[config.mk]
export PLATFORM = sky130hd
export DESIGN_NAME = escaped_string_decoder
export DESIGN_NICKNAME = d
export VERILOG_FILES = /design/src/esd_pkg.sv /design/src/esd_decode.sv /design/src/esd_out_buf.sv /design/src/escaped_string_decoder.sv
export VERILOG_INCLUDE_DIRS = /design/src /design/src/src
export SDC_FILE = /design/constraint.sdc
export NUM_CORES = 1
export LEC_CHECK = 0
export ABC_AREA = 1
export BUFFER_PORTS_ARGS = -buffer_cell sky130_fd_sc_hd__buf_2
export CAP_MARGIN = 20
export CORE_MARGIN = 1
export CORE_UTILIZATION = 44
export DETAILED_ROUTE_END_ITERATION = 6
export GPL_TIMING_DRIVEN = 0
export HOLD_SLACK_MARGIN = 0.06
export SLEW_MARGIN = 10
export SYNTH_ARGS = -nofsm -noshare
export SYNTH_HDL_FRONTEND = slang
export SYNTH_SLANG_ARGS = --single-unit
export TNS_END_PERCENT = 5
[constraint.sdc]
create_clock -name clk -period 8.66 [get_ports clk]
set_clock_uncertainty 0.1 [all_clocks]
set_input_delay 0 -clock clk [delete_from_list [all_inputs] [get_ports clk]]
set_output_delay 0 -clock clk [all_outputs]
set_load 0.02 [all_outputs]
[src/escaped_string_decoder_assert.svh]
// ============================================================================
// escaped_string_decoder_assert.svh
// Assertion macros for the escaped string decoder (clk / rst_n in scope).
// ============================================================================
`ifndef ESCAPED_STRING_DECODER_ASSERT_SVH
`define ESCAPED_STRING_DECODER_ASSERT_SVH

// ante holds in a cycle -> cons holds in the same cycle
`define ESD_ASSERT_SAME(lbl, ante, cons) \
  lbl: assert property (@(posedge clk) disable iff (!rst_n) (ante) |-> (cons)) \
    else $error("escaped_string_decoder: same-cycle check failed");

// ante holds in a cycle -> cons holds in the next cycle
`define ESD_ASSERT_NEXT(lbl, ante, cons) \
  lbl: assert property (@(posedge clk) disable iff (!rst_n) (ante) |=> (cons)) \
    else $error("escaped_string_decoder: next-cycle check failed");

`endif

[src/esd_pkg.sv]
// ============================================================================
// esd_pkg
// Types, codes and helper functions shared by the escaped string decoder.
// ============================================================================
`default_nettype none

package esd_pkg;

  typedef enum logic [2:0] {
    MODE_PLAIN  = 3'd0,
    MODE_BSLASH = 3'd1,
    MODE_HEX_X  = 3'd2,
    MODE_HEX_U4 = 3'd3,
    MODE_HEX_U8 = 3'd4
  } mode_t;

  typedef enum logic [2:0] {
    ST_OK         = 3'd0,
    ST_DANGLING   = 3'd1,
    ST_TRUNCATED  = 3'd2,
    ST_BAD_LETTER = 3'd3,
    ST_BAD_HEX    = 3'd4,
    ST_RANGE      = 3'd5
  } status_t;

  localparam logic [7:0]  CH_BSLASH = 8'h5C;
  localparam logic [7:0]  CH_QUOTE  = 8'h22;
  localparam logic [7:0]  CH_LOW_X  = 8'h78;
  localparam logic [7:0]  CH_LOW_U  = 8'h75;
  localparam logic [7:0]  CH_UP_U   = 8'h55;
  localparam logic [31:0] CP_MAX    = 32'h0010_FFFF;

  // all results of one input transaction; bytes[0] goes out first
  typedef struct packed {
    logic [2:0]      num;
    logic [3:0][7:0] bytes;
    logic            has;
    status_t         status;
    logic            str_end;
  } res_t;

  typedef struct packed {
    mode_t mode;
    logic  disc;
  } dec_state_t;

  typedef struct packed {
    logic       ok;
    logic [3:0] val;
  } hex_t;

  typedef struct packed {
    logic       ok;
    logic [7:0] val;
  } esc_t;

  typedef struct packed {
    logic [2:0]      num;
    logic [3:0][7:0] bytes;
  } utf8_t;

  function automatic hex_t hex_value(input logic [7:0] c);
    hex_t h;
    h = '0;
    if (c >= 8'h30 && c <= 8'h39) begin
      h.ok  = 1'b1;
      h.val = 4'(c - 8'h30);
    end else if (c >= 8'h61 && c <= 8'h66) begin
      h.ok  = 1'b1;
      h.val = 4'(c - 8'h57);
    end else if (c >= 8'h41 && c <= 8'h46) begin
      h.ok  = 1'b1;
      h.val = 4'(c - 8'h37);
    end
    return h;
  endfunction

  function automatic esc_t escape_char(input logic [7:0] c);
    esc_t e;
    e.ok = 1'b1;
    unique case (c)
      CH_QUOTE:  e.val = 8'h22;
      CH_BSLASH: e.val = 8'h5C;
      8'h62:     e.val = 8'h08;  // b
      8'h66:     e.val = 8'h0C;  // f
      8'h6E:     e.val = 8'h0A;  // n
      8'h72:     e.val = 8'h0D;  // r
      8'h74:     e.val = 8'h09;  // t
      8'h61:     e.val = 8'h07;  // a
      8'h76:     e.val = 8'h0B;  // v
      8'h65:     e.val = 8'h1B;  // e -> ESC
      default: begin
        e.ok  = 1'b0;
        e.val = 8'h00;
      end
    endcase
    return e;
  endfunction

  function automatic utf8_t utf8_enc(input logic [20:0] cp);
    utf8_t u;
    u = '0;
    if (cp[20:7] == '0) begin
      u.num      = 3'd1;
      u.bytes[0] = {1'b0, cp[6:0]};
    end else if (cp[20:11] == '0) begin
      u.num      = 3'd2;
      u.bytes[0] = {3'b110, cp[10:6]};
      u.bytes[1] = {2'b10, cp[5:0]};
    end else if (cp[20:16] == '0) begin
      u.num      = 3'd3;
      u.bytes[0] = {4'b1110, cp[15:12]};
      u.bytes[1] = {2'b10, cp[11:6]};
      u.bytes[2] = {2'b10, cp[5:0]};
    end else begin
      u.num      = 3'd4;
      u.bytes[0] = {5'b11110, cp[20:18]};
      u.bytes[1] = {2'b10, cp[17:12]};
      u.bytes[2] = {2'b10, cp[11:6]};
      u.bytes[3] = {2'b10, cp[5:0]};
    end
    return u;
  endfunction

endpackage

`default_nettype wire

[src/esd_decode.sv]
// ============================================================================
// esd_decode
// Escape state and single-pass decode of one byte into up to four results.
// ============================================================================
`default_nettype none

module esd_decode
  import esd_pkg::*;
(
  input  wire logic       clk,
  input  wire logic       rst_n,
  input  wire logic       step,
  input  wire logic [7:0] in_byte,
  input  wire logic       in_last,
  output res_t            res,
  output dec_state_t      state_o
);

  mode_t       mode_r, mode_nxt;
  logic [2:0]  seen_r, seen_nxt;
  logic [31:0] acc_r, acc_nxt;
  logic        disc_r, disc_nxt;

  hex_t        hx;
  esc_t        esc;
  utf8_t       enc;
  logic [31:0] cp;
  logic [3:0]  seen_inc;
  logic [3:0]  need;

  assign hx       = hex_value(in_byte);
  assign esc      = escape_char(in_byte);
  assign cp       = {acc_r[27:0], hx.val};
  assign enc      = utf8_enc(cp[20:0]);
  assign seen_inc = {1'b0, seen_r} + 4'd1;

  always_comb begin
    unique case (mode_r)
      MODE_HEX_X:  need = 4'd2;
      MODE_HEX_U4: need = 4'd4;
      default:     need = 4'd8;
    endcase
  end

  always_comb begin
    mode_nxt = mode_r;
    seen_nxt = seen_r;
    acc_nxt  = acc_r;
    disc_nxt = disc_r;
    res      = '0;

    if (!disc_r) begin
      unique case (mode_r)
        MODE_PLAIN: begin
          if (in_byte == CH_BSLASH) begin
            if (in_last) begin
              res.num    = 3'd1;
              res.status = ST_DANGLING;
              disc_nxt   = 1'b1;
            end else begin
              mode_nxt = MODE_BSLASH;
            end
          end else begin
            res.num      = 3'd1;
            res.has      = 1'b1;
            res.bytes[0] = in_byte;
          end
        end
        MODE_BSLASH: begin
          mode_nxt = MODE_PLAIN;
          seen_nxt = '0;
          acc_nxt  = '0;
          if (esc.ok) begin
            res.num      = 3'd1;
            res.has      = 1'b1;
            res.bytes[0] = esc.val;
          end else if (in_byte == CH_LOW_X || in_byte == CH_LOW_U || in_byte == CH_UP_U) begin
            if (in_last) begin
              res.num    = 3'd1;
              res.status = ST_TRUNCATED;
              disc_nxt   = 1'b1;
            end else if (in_byte == CH_LOW_X) begin
              mode_nxt = MODE_HEX_X;
            end else if (in_byte == CH_LOW_U) begin
              mode_nxt = MODE_HEX_U4;
            end else begin
              mode_nxt = MODE_HEX_U8;
            end
          end else begin
            res.num    = 3'd1;
            res.status = ST_BAD_LETTER;
            disc_nxt   = 1'b1;
          end
        end
        MODE_HEX_X, MODE_HEX_U4, MODE_HEX_U8: begin
          if (!hx.ok) begin
            res.num    = 3'd1;
            res.status = ST_BAD_HEX;
            disc_nxt   = 1'b1;
            mode_nxt   = MODE_PLAIN;
            seen_nxt   = '0;
            acc_nxt    = '0;
          end else if (seen_inc >= need) begin
            mode_nxt = MODE_PLAIN;
            seen_nxt = '0;
            acc_nxt  = '0;
            if (mode_r == MODE_HEX_X) begin
              res.num      = 3'd1;
              res.has      = 1'b1;
              res.bytes[0] = cp[7:0];
            end else if (cp > CP_MAX) begin
              res.num    = 3'd1;
              res.status = ST_RANGE;
              disc_nxt   = 1'b1;
            end else begin
              res.num   = enc.num;
              res.has   = 1'b1;
              res.bytes = enc.bytes;
            end
          end else if (in_last) begin
            res.num    = 3'd1;
            res.status = ST_TRUNCATED;
            disc_nxt   = 1'b1;
            mode_nxt   = MODE_PLAIN;
            seen_nxt   = '0;
            acc_nxt    = '0;
          end else begin
            acc_nxt  = cp;
            seen_nxt = seen_inc[2:0];
          end
        end
        default: begin
          mode_nxt = MODE_PLAIN;
        end
      endcase
    end

    if (in_last) begin
      if (res.num == 3'd0) begin
        res.num = 3'd1;
      end
      res.str_end = 1'b1;
      mode_nxt    = MODE_PLAIN;
      seen_nxt    = '0;
      acc_nxt     = '0;
      disc_nxt    = 1'b0;
    end
  end

  always_ff @(posedge clk) begin
    if (!rst_n) begin
      mode_r <= MODE_PLAIN;
      seen_r <= '0;
      acc_r  <= '0;
      disc_r <= 1'b0;
    end else if (step) begin
      mode_r <= mode_nxt;
      seen_r <= seen_nxt;
      acc_r  <= acc_nxt;
      disc_r <= disc_nxt;
    end
  end

  assign state_o.mode = mode_r;
  assign state_o.disc = disc_r;

endmodule

`default_nettype wire

[src/esd_out_buf.sv]
// ============================================================================
// esd_out_buf
// Result register: holds the results of one input and sends them one by one.
// ============================================================================
`default_nettype none

module esd_out_buf
  import esd_pkg::*;
(
  input  wire logic        clk,
  input  wire logic        rst_n,
  input  wire logic        load,
  input  res_t             res_i,
  output logic             can_take,
  output logic             out_tvalid,
  input  wire logic        out_tready,
  output logic [15:0]      out_tdata,  // [7:0] out_byte, [8] run_last, zero pad
  output logic [3:0]       out_tuser,  // [0] has_byte, [3:1] status
  output logic             out_tlast   // string_end
);

  logic            v_r;
  logic [1:0]      cnt_r;
  logic [1:0]      idx_r;
  logic [3:0][7:0] bytes_r;
  logic            has_r;
  status_t         status_r;
  logic            end_r;
  logic            last_beat;

  assign last_beat = (idx_r == cnt_r);
  assign can_take  = !v_r || (out_tready && last_beat);

  always_ff @(posedge clk) begin
    if (!rst_n) begin
      v_r   <= 1'b0;
      cnt_r <= '0;
      idx_r <= '0;
    end else if (load) begin
      v_r   <= 1'b1;
      cnt_r <= 2'(res_i.num - 3'd1);
      idx_r <= '0;
    end else if (v_r && out_tready) begin
      if (last_beat) begin
        v_r <= 1'b0;
      end else begin
        idx_r <= idx_r + 2'd1;
      end
    end
  end

  always_ff @(posedge clk) begin
    if (load) begin
      bytes_r  <= res_i.bytes;
      has_r    <= res_i.has;
      status_r <= res_i.status;
      end_r    <= res_i.str_end;
    end
  end

  assign out_tvalid = v_r;
  assign out_tdata  = {7'd0, last_beat, bytes_r[idx_r]};
  assign out_tuser  = {status_r, has_r};
  assign out_tlast  = last_beat && end_r;

endmodule

`default_nettype wire

[src/escaped_string_decoder.sv]
// ============================================================================
// escaped_string_decoder
// Backslash-escape decoder for a quoted string body with UTF-8 output.
// ============================================================================
// One byte per input transaction, in_tlast on the final byte of a string.
// A byte enters an input register, is decoded in one pass against the escape
// state, and its results (zero to four) are loaded into the result register.
// A byte that yields at most one result is consumed once the result register
// can take it, so the block runs at one byte per clock while out_tready is high.
// The final digit of a \u or \U escape that encodes to k UTF-8 bytes holds the
// result register until all k drain; the next byte waits in the input register.
// Errors give a single result with has_byte low and a nonzero status; the
// rest of that string is dropped and its final byte gives one end result.
// ============================================================================
`default_nettype none

module escaped_string_decoder
  import esd_pkg::*;
(
  input  wire logic        clk,
  input  wire logic        rst_n,
  input  wire logic        in_tvalid,
  output logic             in_tready,
  input  wire logic [7:0]  in_tdata,   // [7:0] in_byte
  input  wire logic        in_tlast,   // in_last
  output logic             out_tvalid,
  input  wire logic        out_tready,
  output logic [15:0]      out_tdata,  // [7:0] out_byte, [8] run_last, zero pad
  output logic [3:0]       out_tuser,  // [0] has_byte, [3:1] status
  output logic             out_tlast   // string_end
);

  logic       in_v_r;
  logic [7:0] in_byte_r;
  logic       in_last_r;
  logic       consume;
  logic       load;
  logic       can_take;
  res_t       res;
  dec_state_t dec_state;
  logic       dec_idle;

  assign consume   = in_v_r && ((res.num == 3'd0) || can_take);
  assign load      = consume && (res.num != 3'd0);
  assign in_tready = !in_v_r || consume;
  assign dec_idle  = (dec_state.mode == MODE_PLAIN) && !dec_state.disc;

  always_ff @(posedge clk) begin
    if (!rst_n) begin
      in_v_r <= 1'b0;
    end else if (in_tvalid && in_tready) begin
      in_v_r <= 1'b1;
    end else if (consume) begin
      in_v_r <= 1'b0;
    end
  end

  always_ff @(posedge clk) begin
    if (in_tvalid && in_tready) begin
      in_byte_r <= in_tdata;
      in_last_r <= in_tlast;
    end
  end

  esd_decode u_decode (
    .clk     (clk),
    .rst_n   (rst_n),
    .step    (consume),
    .in_byte (in_byte_r),
    .in_last (in_last_r),
    .res     (res),
    .state_o (dec_state)
  );

  esd_out_buf u_out_buf (
    .clk        (clk),
    .rst_n      (rst_n),
    .load       (load),
    .res_i      (res),
    .can_take   (can_take),
    .out_tvalid (out_tvalid),
    .out_tready (out_tready),
    .out_tdata  (out_tdata),
    .out_tuser  (out_tuser),
    .out_tlast  (out_tlast)
  );

`include "escaped_string_decoder_assert.svh"

  `ESD_ASSERT_SAME(a_err_single, out_tvalid && |out_tuser[3:1], !out_tuser[0] && out_tdata[8])
  `ESD_ASSERT_SAME(a_end_is_run_last, out_tvalid && out_tlast, out_tdata[8])
  `ESD_ASSERT_NEXT(a_end_clears_state, consume && in_last_r, dec_idle)

endmodule

`default_nettype wire
==> results of run 1 <==
[cells in the mapped netlist, types with 3 or more instances]
| master | instances | area [um^2] |
|---|---|---|
| nand2_1 | 153 | 574 |
| clkbuf_1 | 10 | 37.5 |
| o22ai_1 | 9 | 56.3 |
| nand4_1 | 9 | 56.3 |
| buf_4 | 12 | 90.1 |
| edfxtp_1 | 43 | 1290 |
| nor3_1 | 5 | 25.0 |
| buf_2 | 3 | 15.0 |
| ha_1 | 9 | 113 |
| o211ai_1 | 3 | 22.5 |
| xor2_1 | 3 | 26.3 |
| nor2_1 | 105 | 394 |
| o21ai_0 | 37 | 185 |
| nand3_1 | 25 | 125 |
| inv_2 | 12 | 45.0 |
| buf_6 | 3 | 33.8 |
| nand2_4 | 3 | 33.8 |
| dfxtp_1 | 41 | 821 |
| a31oi_1 | 8 | 50.1 |
| inv_1 | 75 | 282 |
| a21oi_1 | 46 | 230 |
[layout make-up]
| class | count | area [um^2] | share of cell area (%) |
|---|---|---|---|
| Buffer | 30 | 184 | 3.33 |
| Clock buffer | 9 | 124 | 2.24 |
| Clock inverter | 7 | 105 | 1.90 |
| Inverter | 87 | 327 | 5.91 |
| Multi-Input combinational cell | 456 | 2210 | 40.1 |
| Sequential cell | 84 | 2110 | 38.2 |
| Tap cell | 136 | 170 | 3.08 |
| Timing Repair Buffer | 41 | 293 | 5.30 |
[registers in the layout, summed over array words and instances, names as in the netlist, 2 cells and up]
name,flops
in_byte_r,8
u_out_buf.cnt_r,2
u_out_buf.idx_r,2
u_decode.mode_r,3
u_decode.seen_r,3
u_decode.acc_r,28
u_out_buf.status_r,3
u_out_buf.bytes_r,29
[cells by family (layout without fill, tap and decap cells)]
kind of cell    Yosys count  after routing  share of synthesized area [%]
compound gates          121            121                           14.5
simple gates            315            315                           27.9
buf+inv                 117            174                           10.6
xor+xnor                  4              4                          0.728
flops                    84             84                           43.9
other cells               1              7                         0.0779
fa+ha+maj                 9              9                           2.34
[metal layers]
metal | global-route usage, % | share of wire [%] | vias to the layer above | wire, um
met1 | 33.2 | 47 | 2041 | 6070
met2 | 39.4 | 47 | 118 | 6090
li1 | - | - | 2227 | -
met3 | 2.92 | 4.2 | 23 | 550
met5 | 0 | 0 | - | 0
met4 | 9.39 | 2.4 | 0 | 316
[power groups by stage]
stage	clock, uW	sequential (uW)	combinational (uW)
global placement	0	478	213
finish	326	469	224
CTS	333	469	223
detailed placement	0	478	217
global route	348	472	251
floorplan	0	473	159
[layout by cell type (no fill, tap or decap), drive strengths merged, types with 13 or more instances in the layout]
cell type	synthesis	final
a21oi	48	48
dfxtp	41	41
nand2	156	156
nor2	108	108
inv	87	91
edfxtp	43	43
buf	20	48
dlygate4sd3	0	13
o21ai	40	40
clkbuf	10	19
nand3	28	28
[worst paths after layout]
path,start,endpoint,slack [ns]
setup / recovery,in_byte_r[0]$_DFFE_PP_,u_out_buf.bytes_r[26]$_SDFFCE_PP0P_,4.64
hold reg to reg,in_last_r$_DFFE_PP_,u_out_buf.end_r$_DFFE_PP_,0.37
hold / removal,in_tlast,in_last_r$_DFFE_PP_,0.24
setup reg to reg,in_byte_r[0]$_DFFE_PP_,u_out_buf.bytes_r[26]$_SDFFCE_PP0P_,4.64
[worst reg2reg max path, delay by kind of cell, from the launching register on]
kind	cells	cell delay, ns
and+or+nand+nor	9	1.38
buffers and inverters	5	1.23
DFF	1	0.52
adders and majority gates	2	0.48
[repair_timing]
action                                  4_1_cts  5_1_grt
hold buffers                                 13        0
endpoints found under the setup margin        0        0
endpoints found under the hold margin        19        0
[through the flow]
| stage | utilization (%) | hold WS [ns] | worst slack, ns |
|---|---|---|---|
| after floorplan | - | -0.00113 | 5.21 |
| after global placement | 49.2 | 0.0764 | 4.46 |
| after detailed placement | 49.4 | 0.0796 | 4.64 |
| after CTS | 52.8 | 0.230 | 4.62 |
| after global routing | 52.8 | 0.245 | 4.36 |
| final | 52.8 | 0.244 | 4.64 |
==> metrics.md, run 1 <==
| Metric | Value |
|---|---|
| Register-to-Register Path Depth | 16 |
| Root Driver | clkbuf_8 |
| Max Cap Viol | 0 |
| Vias in the first global route | 4318 |
| Max clock buf depth | 2 |
| Final setup fails | 0 |
| CP max-delay cell | inv_1 |
| Rel. slew slack | a little under half |
| Final std cells w/o fill | 850 |
| Yosys warnings | 0 |
| Core Area | around 10000 um^2 |
| Kind of critical path | reg2reg |
| Final Cell Area | 5530 um^2 |
| Total GRT Usage | approximately 24% |
| DIE HEIGHT | around 110 um |
| Syn Inst Count | ~650 |
| Seq/Total Area, Yosys | 43.9% |
| Drc violations | 0 |
| Worst skew pair latency | ~0.36 ns |
| Top Family by Delay on Critical Path | simple AND/OR/NAND/NOR gates |
| Nets | between 700 and 800 |
| Antenna violations before repair | 0 |
| Post-CTS sizing | 0 |
| Hold Path Cell Cnt | 2 |
| Vias per inst | 5.19 |
| Drt total wl | 13000 um |
| EDFF count, synth | 43 |
| FF+latch count, synth | 84 |
| Netlist Area Pre-Place | approximately 4800 um^2 |
| WP buf/inv | 5 |
| Sequential power share | 46.0% |
| Vias | 4409 |
| Share of cells above drive strength 1 | 12.6% |
| Critical Path Most Common Cell | inv_1 |
| Slew at the pin with the worst max-slew slack | between 0.7 and 0.8 ns |
| Total grt overflow | 0 |
| Placement Cell Area | 5170 um^2 |
| H-tree depth | 3 |
| CTS buffer count | 9 |
| Power Total | 1020 uW |
| Max VDD drop | 99.2 uV |
| Synthesized area per cell | 7.40 um^2 |
| Synth-to-Final Area Change | 14.8% |
| Clk pin slew, worst setup/hold paths | 0.09 ns |
| CTS tree | yes |
| Number of logic stages on the critical path including buffering | 16 |
| Row cnt | 37 |
| 1st-pass router iterations | 5 |
| CP endpoint kind | flip-flop |
| Tmin final | 4.02 ns |
| Logic gate share of total power | 22.0% |
| Switching part of the total | 32.3% |
| Cell Pwr Density | approximately 180 nW/um^2 |
| Avg WL per Cell | ~15 um |
| Worst Path Required | 8.64 ns |
| IO buf count | 27 |
| Status | finished, final reports clean |
| Max-slew violations | 0 |
| CP max FO | 20 |
| Worst hold path type | in2reg |
| CP cell instances | inv_1, ha_1, inv_1, nand3_1, nand3_2, nand2_4, nand3_4, nor2_4, inv_1, nor2_2, nand2_1, ha_1, nand2_4, nand3_1, inv_1, buf_16 |
| Leakage | 0.00250 uW |
| Initial drt markers | 237 |
| Die X-Extent | 107 um |
| RePlAce Congestion | 0.900 |
| Fraction of registers with async set/reset | 0% |
| Clock sink count | 84 |
| Hold Vio Cnt, Final | 0 |
| Largest net degree at the start of global routing | 21 |
| # diodes | 0 |
| Tcrit/Tclk final | between 40% and 50% |
| Ys flop type | edfxtp_1 |
| WP data arrival | 3.99 ns |
| Placed cells | a little over 800 |
| Psw | ~330 uW |
| RSZ-0062 raised after global routing | no |
| Crit path launch type | flip-flop |
| Post-CTS setup buffers | 0 |
| F_max | 0.249 GHz |
| Pint | 690 uW |
| Distinct cells, synth | 46 |
| Top-Level Pins | 36 |
| Crit-path max cell delay | 0.63 ns |
| Die Footprint | 11400 um^2 |
| Dpl hpwl | 9870 um |
| Initial Util | 46.0% |
| Clock share of power | between 30% and 40% |
| Routed Antenna Nets | 0 |
| Fill count | 1060 |
| First-pass GRT wire length | about 21000 um |
| Fin Setup TNS | 0 ns |
No activity file was read; power rests on OpenSTA's default activity.
==> run 2, diff against run 1 <==
--- a/config.mk
+++ b/config.mk
@@ -6,7 +6,7 @@
 export SDC_FILE = /design/constraint.sdc
 export NUM_CORES = 1
 export LEC_CHECK = 0
-export ABC_AREA = 1
+export ABC_AREA = 0
 export BUFFER_PORTS_ARGS = -buffer_cell sky130_fd_sc_hd__buf_2
 export CAP_MARGIN = 20
 export CORE_MARGIN = 1
==> constraint.sdc (replaced) <==
create_clock -name clk -period 3.35 [get_ports clk]
set_clock_uncertainty 0.1 [all_clocks]
set_input_delay 0 -clock clk [delete_from_list [all_inputs] [get_ports clk]]
set_output_delay 0 -clock clk [all_outputs]
set_load 0.02 [all_outputs]
==> metrics.md, run 2 <==
| Metric | Value |
|---|---|
| Logic gate share of total power | 10.4% (-12 points) |
| Total grt overflow | 0 (unchanged) |
| Pint | 1950 uW (+180%) |
| First-pass GRT wire length | 23100 um (+8.5%) |
| 1st-pass router iterations | 5 (unchanged) |
| Syn Inst Count | 542 (-17%) |
| Nets | 644 (-12%) |
| Worst skew pair latency | 0.34 ns (-0.02 ns) |
| Synth-to-Final Area Change | 25.0% |
| CP max FO | 6 (-70%) |
| Worst setup margin | 0.119 ns (-4.52 ns) |
| Drt total wl | 14400 um (+11%) |
| Synth top cells by count | 48 x nand2_1, 43 x edfxtp_1, 42 x o21ai_0 |
| H-tree depth | 3 (unchanged) |
| Clock share of power | 45.1% (+13 points) |
| Initial Util | 45.8% (-0.18 points) |
| # diodes | 0 (unchanged) |
| Pre-CTS setup slack | -0.851 ns (-5.49 ns) |
| Worst setup path startpoint | u_decode.mode_r[2]$_SDFFE_PN0P_ |
| RePlAce Congestion | 0.879 (-2.4%) |
| IO buf count | 27 (unchanged) |
| Vias in the first global route | 4372 (+1.3%) |
| Crit path launch type | flip-flop |
| Status | finished, final reports clean |
| Vias per inst | 6.08 (+17%) |
| Register-to-Register Path Depth | 15 (-1) |
| Synth area leaders | edfxtp_1 26%, dfxtp_1 16%, o21ai_0 4.2% |
| RR Startpoint | u_decode.mode_r[2]$_SDFFE_PN0P_ |
| EDFF count, synth | 43 (unchanged) |
| Die X-Extent | 109 um (+2.4%) |
| Max-slew violations | 0 (unchanged) |
| Netlist Area Pre-Place | 5060 um^2 (+5.0%) |
| Max VDD drop | 346 uV (+250%) |
| FF-to-FF End | in_byte_r[5]$_DFFE_PP_ |
| Setup crit end | in_byte_r[5]$_DFFE_PP_ |
| Fraction of registers with async set/reset | 0% (unchanged) |
| Clock sink count | 84 (unchanged) |
| Max clock buf depth | 2 (unchanged) |
| Reg with most FFs | u_out_buf.bytes_r |
| Vias | 4661 (+5.7%) |
| Distinct cells, synth | 79 (+72%) |
| Rel. slew slack | 33.4% (-14 points) |
| Routed Antenna Nets | 0 (unchanged) |
| Avg WL per Cell | 18.8 um (+23%) |
| Worst hold path type | in2reg |
| Kind of critical path | reg2reg |
| Tmin final | 3.23 ns (-0.786 ns) |
| R2r setup slk | 0.12 ns (-4.52 ns) |
| CP max-delay cell | dfxtp_4 |
| Total GRT Usage | 25.8% (+1.5 points) |
| Area leader, netlist | edfxtp_1 |
| Synthesized area per cell | 9.33 um^2 (+26%) |
| Clk pin slew, worst setup/hold paths | 0.06 ns (-0.03 ns) |
| Antenna violations before repair | 0 (unchanged) |
| Cell Pwr Density | 401 nW/um^2 (+120%) |
| Leakage | 0.00232 uW (-7.4%) |
| FF+latch count, synth | 84 (unchanged) |
| Core Area | 11000 um^2 (+5.4%) |
| Placement Cell Area | 5460 um^2 (+5.7%) |
| Crit-path max cell delay | 0.36 ns (-0.27 ns) |
| Largest net degree at the start of global routing | 20 (-4.8%) |
| Slew at the pin with the worst max-slew slack | 0.990 ns (+0.202 ns) |
| Sequential power share | 44.6% (-1.4 points) |
| Final setup fails | 0 (unchanged) |
| Yosys warnings | 0 (unchanged) |
| Switching part of the total | 23.2% (-9.2 points) |
| Top-Level Pins | 36 (unchanged) |
| Tcrit/Tclk final | 96.5% (+50 points) |
| CTS tree | yes |
| CP cell instances | nand2b_4, nor2_4, ha_4, a21bo_4, a31o_4, buf_4, nor2_1, a31oi_1, o21a_1, nor2_2, ha_4, inv_2, o21ai_4, nor2_4, nor2b_4 |
| CTS buffer count | 9 (unchanged) |
| Most frequent cells in the layout | 48 x nand2_1, 43 x edfxtp_1, 41 x o21ai_0, 38 x dfxtp_1, 37 x nor2_1 |
| WP data arrival | 3.17 ns (-0.82 ns) |
| Initial drt markers | 315 (+33%) |
| Psw | 587 uW (+78%) |
| Drc violations | 0 (unchanged) |
| Final Cell Area | 6320 um^2 (+14%) |
| Share of cells above drive strength 1 | 24.7% (+12 points) |
| Most common cell after layout, fill and taps aside | nand2_1 |
| Root Driver | clkbuf_16 |
| Max Cap Viol | 0 (unchanged) |
| WHS | 0.266 ns (+0.0215 ns) |
| Dpl hpwl | 10100 um (+2.4%) |
| CP endpoint kind | flip-flop |
| Fin Setup TNS | 0 ns (unchanged) |
| Die Footprint | 11900 um^2 (+4.9%) |
| Ys flop type | edfxtp_1 |
| Count leader, synth | nand2_1 |
| Biggest regs | u_out_buf.bytes_r (29), u_decode.acc_r (28), in_byte_r (8) |
| Hold Vio Cnt, Final | 0 (unchanged) |
| Worst Path Required | 3.29 ns (-5.35 ns) |
| Seq/Total Area, Yosys | 41.8% (-2.1 points) |
| F_max | 0.309 GHz (+24%) |
| Area share of the largest cell type after synthesis | 25.5% (-1.3 points) |
| Power Total | 2530 uW (+150%) |
| Largest register FFs | 29 (unchanged) |
| Row cnt | 38 (+2.7%) |
| DIE HEIGHT | 109 um (+2.4%) |
-- run 2: cell types whose count changed in the layout (fill, tap and decap cells not counted), moves of 8 or more --
cell       before  now
a21boi_1        1   27
a21oi_1        46   27
and2_1          0    8
buf_4          12   34
clkbuf_1       10   20
clkbuf_16       0    9
clkbuf_8        9    1
inv_1          75    8
nand2_1       153   48
nand3_1        25    7
nand4_1         9   31
nor2_1        105   37
-- run 2: layout make-up --
| type | count | area, um^2 |
|---|---|---|
| fill | 1008 | 4710 |
| multi-input combinational | 403 | 2910 |
| sequential | 84 | 2120 |
| timing repair buffer | 62 | 439 |
| buffer | 47 | 262 |
| clock buffer | 10 | 229 |
| tap | 140 | 175 |
| clock inverter | 6 | 113 |
| inverter | 15 | 66.3 |
-- run 2: critical path: cells and delay by family, from the launching register on --
kind            cells  cell delay (ns)
compound gates      5             0.90
fa+ha+maj           2             0.45
buf+inv             2             0.22
flops               1             0.36
simple gates        6             0.88
-- run 2: what timing repair did --
action,in CTS,in global routing
endpoints found under the setup margin,86,75
setup buffers,15,8
hold buffers,12,0
pin swaps,14,15
hold endpoints to repair,22,0
cloned,3,0
gates resized for setup,29,22
-- run 2: worst min-delay path by stage --
| stage | startpoint | end | cells after the start |
|---|---|---|---|
| floorplan | in_tdata[0] | in_byte_r[0]$_DFFE_PP_ | 0 |
| global placement | in_tdata[0] | in_byte_r[0]$_DFFE_PP_ | 1 |
| detailed placement | in_tdata[4] | in_byte_r[4]$_DFFE_PP_ | 1 |
| CTS | in_tdata[0] | in_byte_r[0]$_DFFE_PP_ | 2 |
| global route | in_tdata[0] | in_byte_r[0]$_DFFE_PP_ | 2 |
| finish | in_tdata[0] | in_byte_r[0]$_DFFE_PP_ | 2 |
-- run 2: per-layer routing --
layer  routed length (um)  up-vias  global-route usage [%]
li1                     -     2199                       -
met1                 6430     2255                    33.9
met2                 6800      182                    41.7
met3                  865       25                    5.26
met4                  312        0                    9.62
met5                    0        -                       0
-- run 2: stage by stage --
stage	util [%]	std cells
CTS	56.3	761
floorplan	-	548
global route	57.3	767
global placement	49.5	715
detailed placement	49.5	715
finish	57.3	767
-- run 2: power by group through the flow --
stage	Sequential, uW	Combinational (uW)	Clock [uW]
2_1_floorplan	1150	162	0
3_3_place_gp	1150	223	0
3_5_place_dp	1150	225	0
4_1_cts	1130	255	1150
5_1_grt	1130	283	1200
6_report	1130	262	1140
-- run 2: kinds of logic after synthesis --
| kind of cell | after synthesis | share of synthesized area [%] |
|---|---|---|
| AND/OR/NAND/NOR | 194 | 21.0 |
| other | 1 | 0.0742 |
| AO/OA/AOI/OAI | 173 | 23.7 |
| flip-flops | 84 | 41.8 |
| adder cells (fa/ha/maj) | 9 | 2.23 |
| XOR/XNOR | 6 | 1.04 |
| multiplexers | 11 | 3.91 |
| buffers and inverters | 64 | 6.24 |
